File: src/sv/sfv_pkg.sv
package sfv_pkg;

	localparam int unsigned CountWidth = 16;
	localparam logic [CountWidth-1:0] MinFrameLen = 16'd17;
	localparam logic [7:0] SyncByte = 8'hAA;
	localparam logic [3:0] TypeLimit = 4'd6;
	localparam logic [CountWidth-1:0] TrailerLen = 16'd2;
	localparam logic [15:0] CrcPoly = 16'h1021;
	localparam logic [15:0] CrcInit = 16'hFFFF;
	localparam logic [CountWidth-1:0] CountMax = 16'hFFFF;

	typedef enum logic [2:0] {
		REASON_OK = 3'd0,
		REASON_SHORT = 3'd1,
		REASON_SYNC = 3'd2,
		REASON_TYPE = 3'd3,
		REASON_SIZE = 3'd4,
		REASON_CRC = 3'd5
	} fail_reason_t;

endpackage

File: src/sv/sfv_in_if.sv
interface sfv_in_if;
	logic valid;
	logic ready;
	logic [7:0] payload_byte;
	logic last_byte;

	modport source(output valid, output payload_byte, output last_byte, input ready);
	modport sink(input valid, input payload_byte, input last_byte, output ready);
endinterface

File: src/sv/sfv_out_if.sv
interface sfv_out_if;
	logic valid;
	logic ready;
	logic is_match;
	logic [2:0] fail_reason;

	modport source(output valid, output is_match, output fail_reason, input ready);
	modport sink(input valid, input is_match, input fail_reason, output ready);
endinterface

File: src/sv/sfv_crc_step.sv
module sfv_crc_step
	import sfv_pkg::*;
(
	input  logic [15:0] crc,
	input  logic [7:0]  data,
	output logic [15:0] crc_next
);

	always_comb begin
		logic [15:0] c;
		c = crc ^ {data, 8'h00};
		for (int i = 0; i < 8; i++) begin
			if (c[15]) begin
				c = {c[14:0], 1'b0} ^ CrcPoly;
			end else begin
				c = {c[14:0], 1'b0};
			end
		end
		crc_next = c;
	end

endmodule

File: src/sv/synchrophasor_frame_validator_core.sv
// Synchrophasor frame validator.
// The byte_req channel carries one packet byte per request, with last_byte set
// on the final byte of a packet. The verdict channel carries one result per
// packet: is_match and a fail_reason code (ok, short, bad sync, bad type,
// size mismatch, CRC mismatch); the failures are checked in that order of priority.
// A byte may be accepted in every cycle in which byte_req.ready is high.
// An accepted byte sits in an input register while the packet
// state (count, captures, CRC-16/CCITT-FALSE register, two-byte delay) is
// updated; the verdict for a last byte is loaded into the result register when
// that byte leaves the input register.
// While a verdict waits in the result register, non-final bytes keep flowing;
// only a final byte in the input register waits until the result register
// is free or being taken, and byte_req.ready drops in the meantime.
// Reset clears both registers and returns the packet state to its start
// values, so the next byte is taken as byte 0 of a new packet.
module synchrophasor_frame_validator_core
	import sfv_pkg::*;
(
	input  logic clk,
	input  logic arst_n,
	sfv_in_if.sink byte_req,
	sfv_out_if.source verdict
);

	logic valid_s1;
	logic last_s1;
	logic [7:0] byte_s1;
	logic adv_s1;

	logic [CountWidth-1:0] count_q;
	logic [15:0] crc_q;
	logic [15:0] held_q;
	logic [15:0] size_q;
	logic sync_ok_q;
	logic type_ok_q;
	logic over_q;

	logic out_valid_q;
	logic is_match_q;
	fail_reason_t reason_q;

	logic [15:0] crc_fed;
	logic [CountWidth-1:0] count_d;
	logic [15:0] crc_d;
	logic [15:0] held_d;
	logic [15:0] size_d;
	logic sync_ok_d;
	logic type_ok_d;
	logic over_d;
	fail_reason_t reason_d;

	assign adv_s1 = valid_s1 && (!last_s1 || !out_valid_q || verdict.ready);
	assign byte_req.ready = !valid_s1 || adv_s1;

	always_ff @(posedge clk or negedge arst_n) begin
		if (!arst_n) begin
			valid_s1 <= 1'b0;
			last_s1 <= 1'b0;
		end else if (byte_req.ready) begin
			valid_s1 <= byte_req.valid;
			last_s1 <= byte_req.last_byte;
		end
	end

	always_ff @(posedge clk) begin
		if (byte_req.ready && byte_req.valid) begin
			byte_s1 <= byte_req.payload_byte;
		end
	end

	sfv_crc_step u_crc_step (
		.crc(crc_q),
		.data(held_q[15:8]),
		.crc_next(crc_fed)
	);

	always_comb begin
		sync_ok_d = sync_ok_q;
		type_ok_d = type_ok_q;
		size_d = size_q;
		if (count_q == 16'd0) begin
			sync_ok_d = (byte_s1 == SyncByte);
		end else if (count_q == 16'd1) begin
			type_ok_d = (byte_s1[7:4] < TypeLimit);
		end else if (count_q == 16'd2) begin
			size_d = {byte_s1, size_q[7:0]};
		end else if (count_q == 16'd3) begin
			size_d = {size_q[15:8], byte_s1};
		end
		crc_d = (count_q >= TrailerLen) ? crc_fed : crc_q;
		held_d = {held_q[7:0], byte_s1};
		over_d = over_q || (count_q == CountMax);
		count_d = (count_q == CountMax) ? count_q : count_q + 16'd1;

		if (!over_d && count_d < MinFrameLen) begin
			reason_d = REASON_SHORT;
		end else if (!sync_ok_d) begin
			reason_d = REASON_SYNC;
		end else if (!type_ok_d) begin
			reason_d = REASON_TYPE;
		end else if (over_d || size_d != count_d) begin
			reason_d = REASON_SIZE;
		end else if (held_d != crc_d) begin
			reason_d = REASON_CRC;
		end else begin
			reason_d = REASON_OK;
		end
	end

	always_ff @(posedge clk or negedge arst_n) begin
		if (!arst_n) begin
			count_q <= '0;
			crc_q <= CrcInit;
			held_q <= '0;
			size_q <= '0;
			sync_ok_q <= 1'b0;
			type_ok_q <= 1'b0;
			over_q <= 1'b0;
		end else if (adv_s1) begin
			if (last_s1) begin
				count_q <= '0;
				crc_q <= CrcInit;
				held_q <= '0;
				size_q <= '0;
				sync_ok_q <= 1'b0;
				type_ok_q <= 1'b0;
				over_q <= 1'b0;
			end else begin
				count_q <= count_d;
				crc_q <= crc_d;
				held_q <= held_d;
				size_q <= size_d;
				sync_ok_q <= sync_ok_d;
				type_ok_q <= type_ok_d;
				over_q <= over_d;
			end
		end
	end

	always_ff @(posedge clk or negedge arst_n) begin
		if (!arst_n) begin
			out_valid_q <= 1'b0;
		end else if (adv_s1 && last_s1) begin
			out_valid_q <= 1'b1;
		end else if (verdict.ready) begin
			out_valid_q <= 1'b0;
		end
	end

	always_ff @(posedge clk) begin
		if (adv_s1 && last_s1) begin
			is_match_q <= (reason_d == REASON_OK);
			reason_q <= reason_d;
		end
	end

	assign verdict.valid = out_valid_q;
	assign verdict.is_match = is_match_q;
	assign verdict.fail_reason = reason_q;

	a_over_saturated: assert property (@(posedge clk) disable iff (!arst_n)
		over_q |-> count_q == CountMax)
		else $error("overflow flag set without a saturated byte count");

	a_clear_after_last: assert property (@(posedge clk) disable iff (!arst_n)
		adv_s1 && last_s1 |=> count_q == '0 && crc_q == CrcInit && !over_q)
		else $error("packet state not cleared after a final byte");

	a_result_source: assert property (@(posedge clk) disable iff (!arst_n)
		$rose(out_valid_q) |-> $past(adv_s1 && last_s1))
		else $error("verdict appeared without a final byte");

	a_match_code: assert property (@(posedge clk) disable iff (!arst_n)
		out_valid_q |-> is_match_q == (reason_q == REASON_OK))
		else $error("is_match disagrees with fail_reason");

endmodule
File: src/flat_wrapper.sv
// flat-port wrapper written by rule: the top's interface ports become plain ports
module synchrophasor_frame_validator_core_flat import sfv_pkg::*;
  (clk, arst_n, byte_req_valid, byte_req_payload_byte, byte_req_last_byte, byte_req_ready, verdict_valid, verdict_is_match, verdict_fail_reason, verdict_ready);
  sfv_in_if byte_req_i ();
  sfv_out_if verdict_i ();
  input  logic clk;
  input  logic arst_n;
  input wire logic [$bits(byte_req_i.valid)-1:0] byte_req_valid;
  input wire logic [$bits(byte_req_i.payload_byte)-1:0] byte_req_payload_byte;
  input wire logic [$bits(byte_req_i.last_byte)-1:0] byte_req_last_byte;
  output wire logic [$bits(byte_req_i.ready)-1:0] byte_req_ready;
  output wire logic [$bits(verdict_i.valid)-1:0] verdict_valid;
  output wire logic [$bits(verdict_i.is_match)-1:0] verdict_is_match;
  output wire logic [$bits(verdict_i.fail_reason)-1:0] verdict_fail_reason;
  input wire logic [$bits(verdict_i.ready)-1:0] verdict_ready;
  assign byte_req_i.valid = byte_req_valid;
  assign byte_req_i.payload_byte = byte_req_payload_byte;
  assign byte_req_i.last_byte = byte_req_last_byte;
  assign byte_req_ready = byte_req_i.ready;
  assign verdict_valid = verdict_i.valid;
  assign verdict_is_match = verdict_i.is_match;
  assign verdict_fail_reason = verdict_i.fail_reason;
  assign verdict_i.ready = verdict_ready;
  synchrophasor_frame_validator_core u_core (.clk(clk), .arst_n(arst_n), .byte_req(byte_req_i), .verdict(verdict_i));
endmodule
File: config.mk
export PLATFORM = sky130hd
export DESIGN_NAME = synchrophasor_frame_validator_core_flat
export DESIGN_NICKNAME = d
export VERILOG_FILES = /design/src/sv/sfv_pkg.sv /design/src/sv/sfv_in_if.sv /design/src/sv/sfv_out_if.sv /design/src/sv/sfv_crc_step.sv /design/src/sv/synchrophasor_frame_validator_core.sv /design/src/flat_wrapper.sv
export SDC_FILE = /design/constraint.sdc
export NUM_CORES = 1
export LEC_CHECK = 0
export ABC_AREA = 1
export BUFFER_PORTS_ARGS = -buffer_cell sky130_fd_sc_hd__buf_2
export CELL_PAD_IN_SITES_DETAIL_PLACEMENT = 1
export CELL_PAD_IN_SITES_GLOBAL_PLACEMENT = 2
export CORE_ASPECT_RATIO = 0.6
export CORE_MARGIN = 1
export CORE_UTILIZATION = 32
export DETAILED_ROUTE_END_ITERATION = 7
export GPL_TIMING_DRIVEN = 0
export MAX_ROUTING_LAYER = met4
export PLACE_DENSITY = 0.84
export SLEW_MARGIN = 10
export SYNTH_ARGS = -nofsm -noshare
export SYNTH_HDL_FRONTEND = slang
export SYNTH_SLANG_ARGS = --single-unit
File: constraint.sdc
create_clock -name clk -period 2.2 [get_ports clk]
set_input_delay 0 -clock clk [delete_from_list [all_inputs] [get_ports clk]]
set_output_delay 0 -clock clk [all_outputs]
set_load 0.02 [all_outputs]
==> metrics.txt <==
Overflow after GRT 0; cell count after synthesis approximately 850; Max clock buf depth 2; peak supply drop 0.385 mV; crit start category flip-flop; final hold viol count 0; pin count of the biggest net entering global routing 39; FFs w/ async S/R, synth a little under nine tenths; worst r2r path cells 17; WP data arrival ~2800 ps; drt drc 0; Final ANT Viol Nets 0; # IOs 19; reg2reg end u_core.size_q[1]; normalized max-slew margin between 30% and 40%; Tcrit/Tclk final 116%; overall die area 18200 um^2; Die Ht 105 um; initial DRC count roughly 440; fill count 2152; clk_lat worst skew 360 ps; Reg2Reg Setup Slack -360 ps; critical path peak fanout 5; RSZ-0062 raised after global routing true; setup violators final 5; Rows 37; Power Dens Cells about 1100 nW/um^2; Most Crowded Layer GR met1; worst-margin pin slew 932 ps; worst min path class primary input to async pin; synth warn 0; DR vias approximately 6000; final WL 22.9 mm; met2 Use GR approximately 35%; ANT cells 0; routability cong. 0.876; CTS tree yes; Pre-antenna DRT Iters 5; initial antenna violation count 0; share of cells above drive strength 1 roughly 23%; initial cell density of the core around a third; DPL Wire Length ~16 mm; FF-to-FF Start u_core.count_q[1]; Setup crit start u_core.count_q[1]; CTS HTree Levels 3; MaxCap Viol Count 0; I/O Buffers 18; dpl cells 1100; Leakage Power between 3 and 4 nW; grt met1 use between 40% and 50%; Clock transition at path regs 70 ps; Worst Path Required between 2000 and 2500 ps; Post-synth top flop dfrtp_1; post-route minimum period 2560 ps; violated checks setup timing; Area growth syn-to-layout 29.4%; Clock Skew around 8.3 ps; post-route insts no fill around 1200; number of synthesized flops with an enable pin 12; Mapped Avg Cell Area roughly 6.7 um^2; Final WS setup -358 ps; Final Util between 40% and 50%; DR WL/cell between 15 and 20 um; critical path type flip-flop to flip-flop; post-synth cell types 35; DR vias/cell 5.12; GRT Util Overall 26.9%; highest clock rate 391 MHz; M3 GR Usage ~5.6%; Mapped Area 5630 um^2; Final Max Slew Viols 0; Final #Nets 954; clock sinks 82; synthesis-stage register bit count 82; core area approximately 17000 um^2; CTS Root Cell clkbuf_16; Worst Setup End Kind flip-flop; vias in the first global route 6000; first-pass GRT wire length about 36 mm; die width 173 um; Num CTS Buffers 9; Seq/Total Area, Yosys 37.8%; Net Count, Synth approximately 860; outcome complete, but fails checks
-- power breakdown --
| group | switching [mW] | internal [mW] |
|---|---|---|
| registers | 0.287 | 1.91 |
| logic | 2.82 | 1.56 |
| clock network | 0.729 | 0.770 |
| total | 3.84 | 4.24 |
-- repair_timing --
| action | CTS | global route |
|---|---|---|
| hold buffers | 12 | 0 |
| endpoints found under the hold margin | 43 | 0 |
| endpoints found under the setup margin | 6 | 8 |
| pin swaps | 43 | 16 |
| setup buffers | 40 | 6 |
| gates resized for setup | 97 | 29 |
| gates cloned | 2 | 0 |
-- cells in the final DEF, fill, tap and decap left out, drive strengths merged --
master	synthesis	layout
a22oi	2	2
o41ai	1	1
dlygate4sd3	0	12
nor2	74	74
o22ai	40	40
nor3	2	2
clkinv	3	6
nand3b	3	3
nand4	8	8
nand2	312	312
bufbuf	0	1
dfstp	16	16
clkinvlp	0	1
inv	126	128
xor2	9	9
o21a	1	1
edfxtp	12	12
ha	4	4
o211ai	2	2
a22o	2	2
clkbuf	12	22
dfrtp	54	54
o21ai	35	35
nand3	112	112
a21oi	10	10
buf	7	73
-- per-layer routing --
layer | vias up | part of all wire (%)
li1 | 2891 | -
met1 | 2954 | 54
met2 | 159 | 38
met3 | 21 | 6.5
met4 | 0 | 0.95
met5 | - | 0
-- cell type report --
type	instances	area, um^2	share of cell area (%)
plain buffers	19	151	2.08
clock buffers	10	229	3.14
clock inverters	6	41.3	0.566
inverters	129	507	6.95
multi-input cells	617	3240	44.5
flip-flops and latches	82	2140	29.4
well taps	234	293	4.02
repair buffers	79	682	9.35
-- stage by stage --
step	hold slack [ps]	setup slack [ps]	total power, mW	setup TNS [ps]	area, um^2
floorplan	-296	11.3	4.67	0	5640
global placement	178	-876	5.65	-3290	6020
detailed placement	-1.60	-841	5.74	-3160	6040
CTS	148	-271	7.94	-1270	7170
global route	206	-439	8.59	-2130	7290
finish	139	-358	8.08	-1590	7290
-- logic make-up after synthesis --
group / after synthesis / synth area share (%)
flip-flops: 82 / 37.8
XOR/XNOR: 9 / 1.53
adder cells (fa/ha/maj): 4 / 0.889
buffers and inverters: 148 / 10.7
AND/OR/NAND/NOR: 511 / 39.4
AO/OA/AOI/OAI: 93 / 9.64
-- registers in the layout, indices dropped and copies added, names as in the netlist --
register / flops
u_core.count_q: 16
u_core.crc_q: 16
u_core.held_q: 16
u_core.size_q: 16
u_core.byte_s1: 8
u_core.verdict.fail_reason: 3
u_core.last_s1: 1
u_core.over_q: 1
u_core.sync_ok_q: 1
u_core.type_ok_q: 1
u_core.valid_s1: 1
u_core.verdict.is_match: 1
u_core.verdict.valid: 1
-- how the worst max path moves through the flow --
stage          slack [ps]  cells after the start                       endpoint
2_1_floorplan          10                     18  u_core.verdict.fail_reason[0]
3_3_place_gp         -880                     13  u_core.verdict.fail_reason[2]
3_5_place_dp         -840                     13  u_core.verdict.fail_reason[2]
4_1_cts              -270                     19  u_core.verdict.fail_reason[0]
5_1_grt              -440                     17               u_core.size_q[1]
6_report             -360                     17               u_core.size_q[1]
-- synth_stat cells (3+ instances only) --
cell      count  area [um^2]
inv_1       124          465
nor2_1       61          229
clkbuf_1     12         45.0
nand3b_1      3         22.5
o21ai_1       4         20.0
nor2_4        8         90.1
dfstp_2      16          420
nand3_1     111          556
a21oi_1      10         50.1
nand4_1       8         50.1
edfxtp_1     12          360
o22ai_1      40          250
nand2_2      17          106
nor2_2        5         31.3
o21ai_0      30          150
buf_6         3         33.8
nand2_1     295         1110
xor2_1        8         70.1
dfrtp_1      54         1350
ha_1          4         50.1
-- worst max-delay path, stage by stage, from the launching register on --
cell	delay, ps
dfrtp_2	480
inv_4	110
ha_2	180
nand2_2	80
nor2_4	230
nor2_4	100
buf_6	120
nand3_2	70
nand2_2	70
buf_4	130
buf_4	120
buf_4	120
buf_4	120
buf_4	120
buf_4	130
buf_4	120
nand2_1	50
o21ai_1	80
Note: power is estimated with default switching activity, not from simulation.
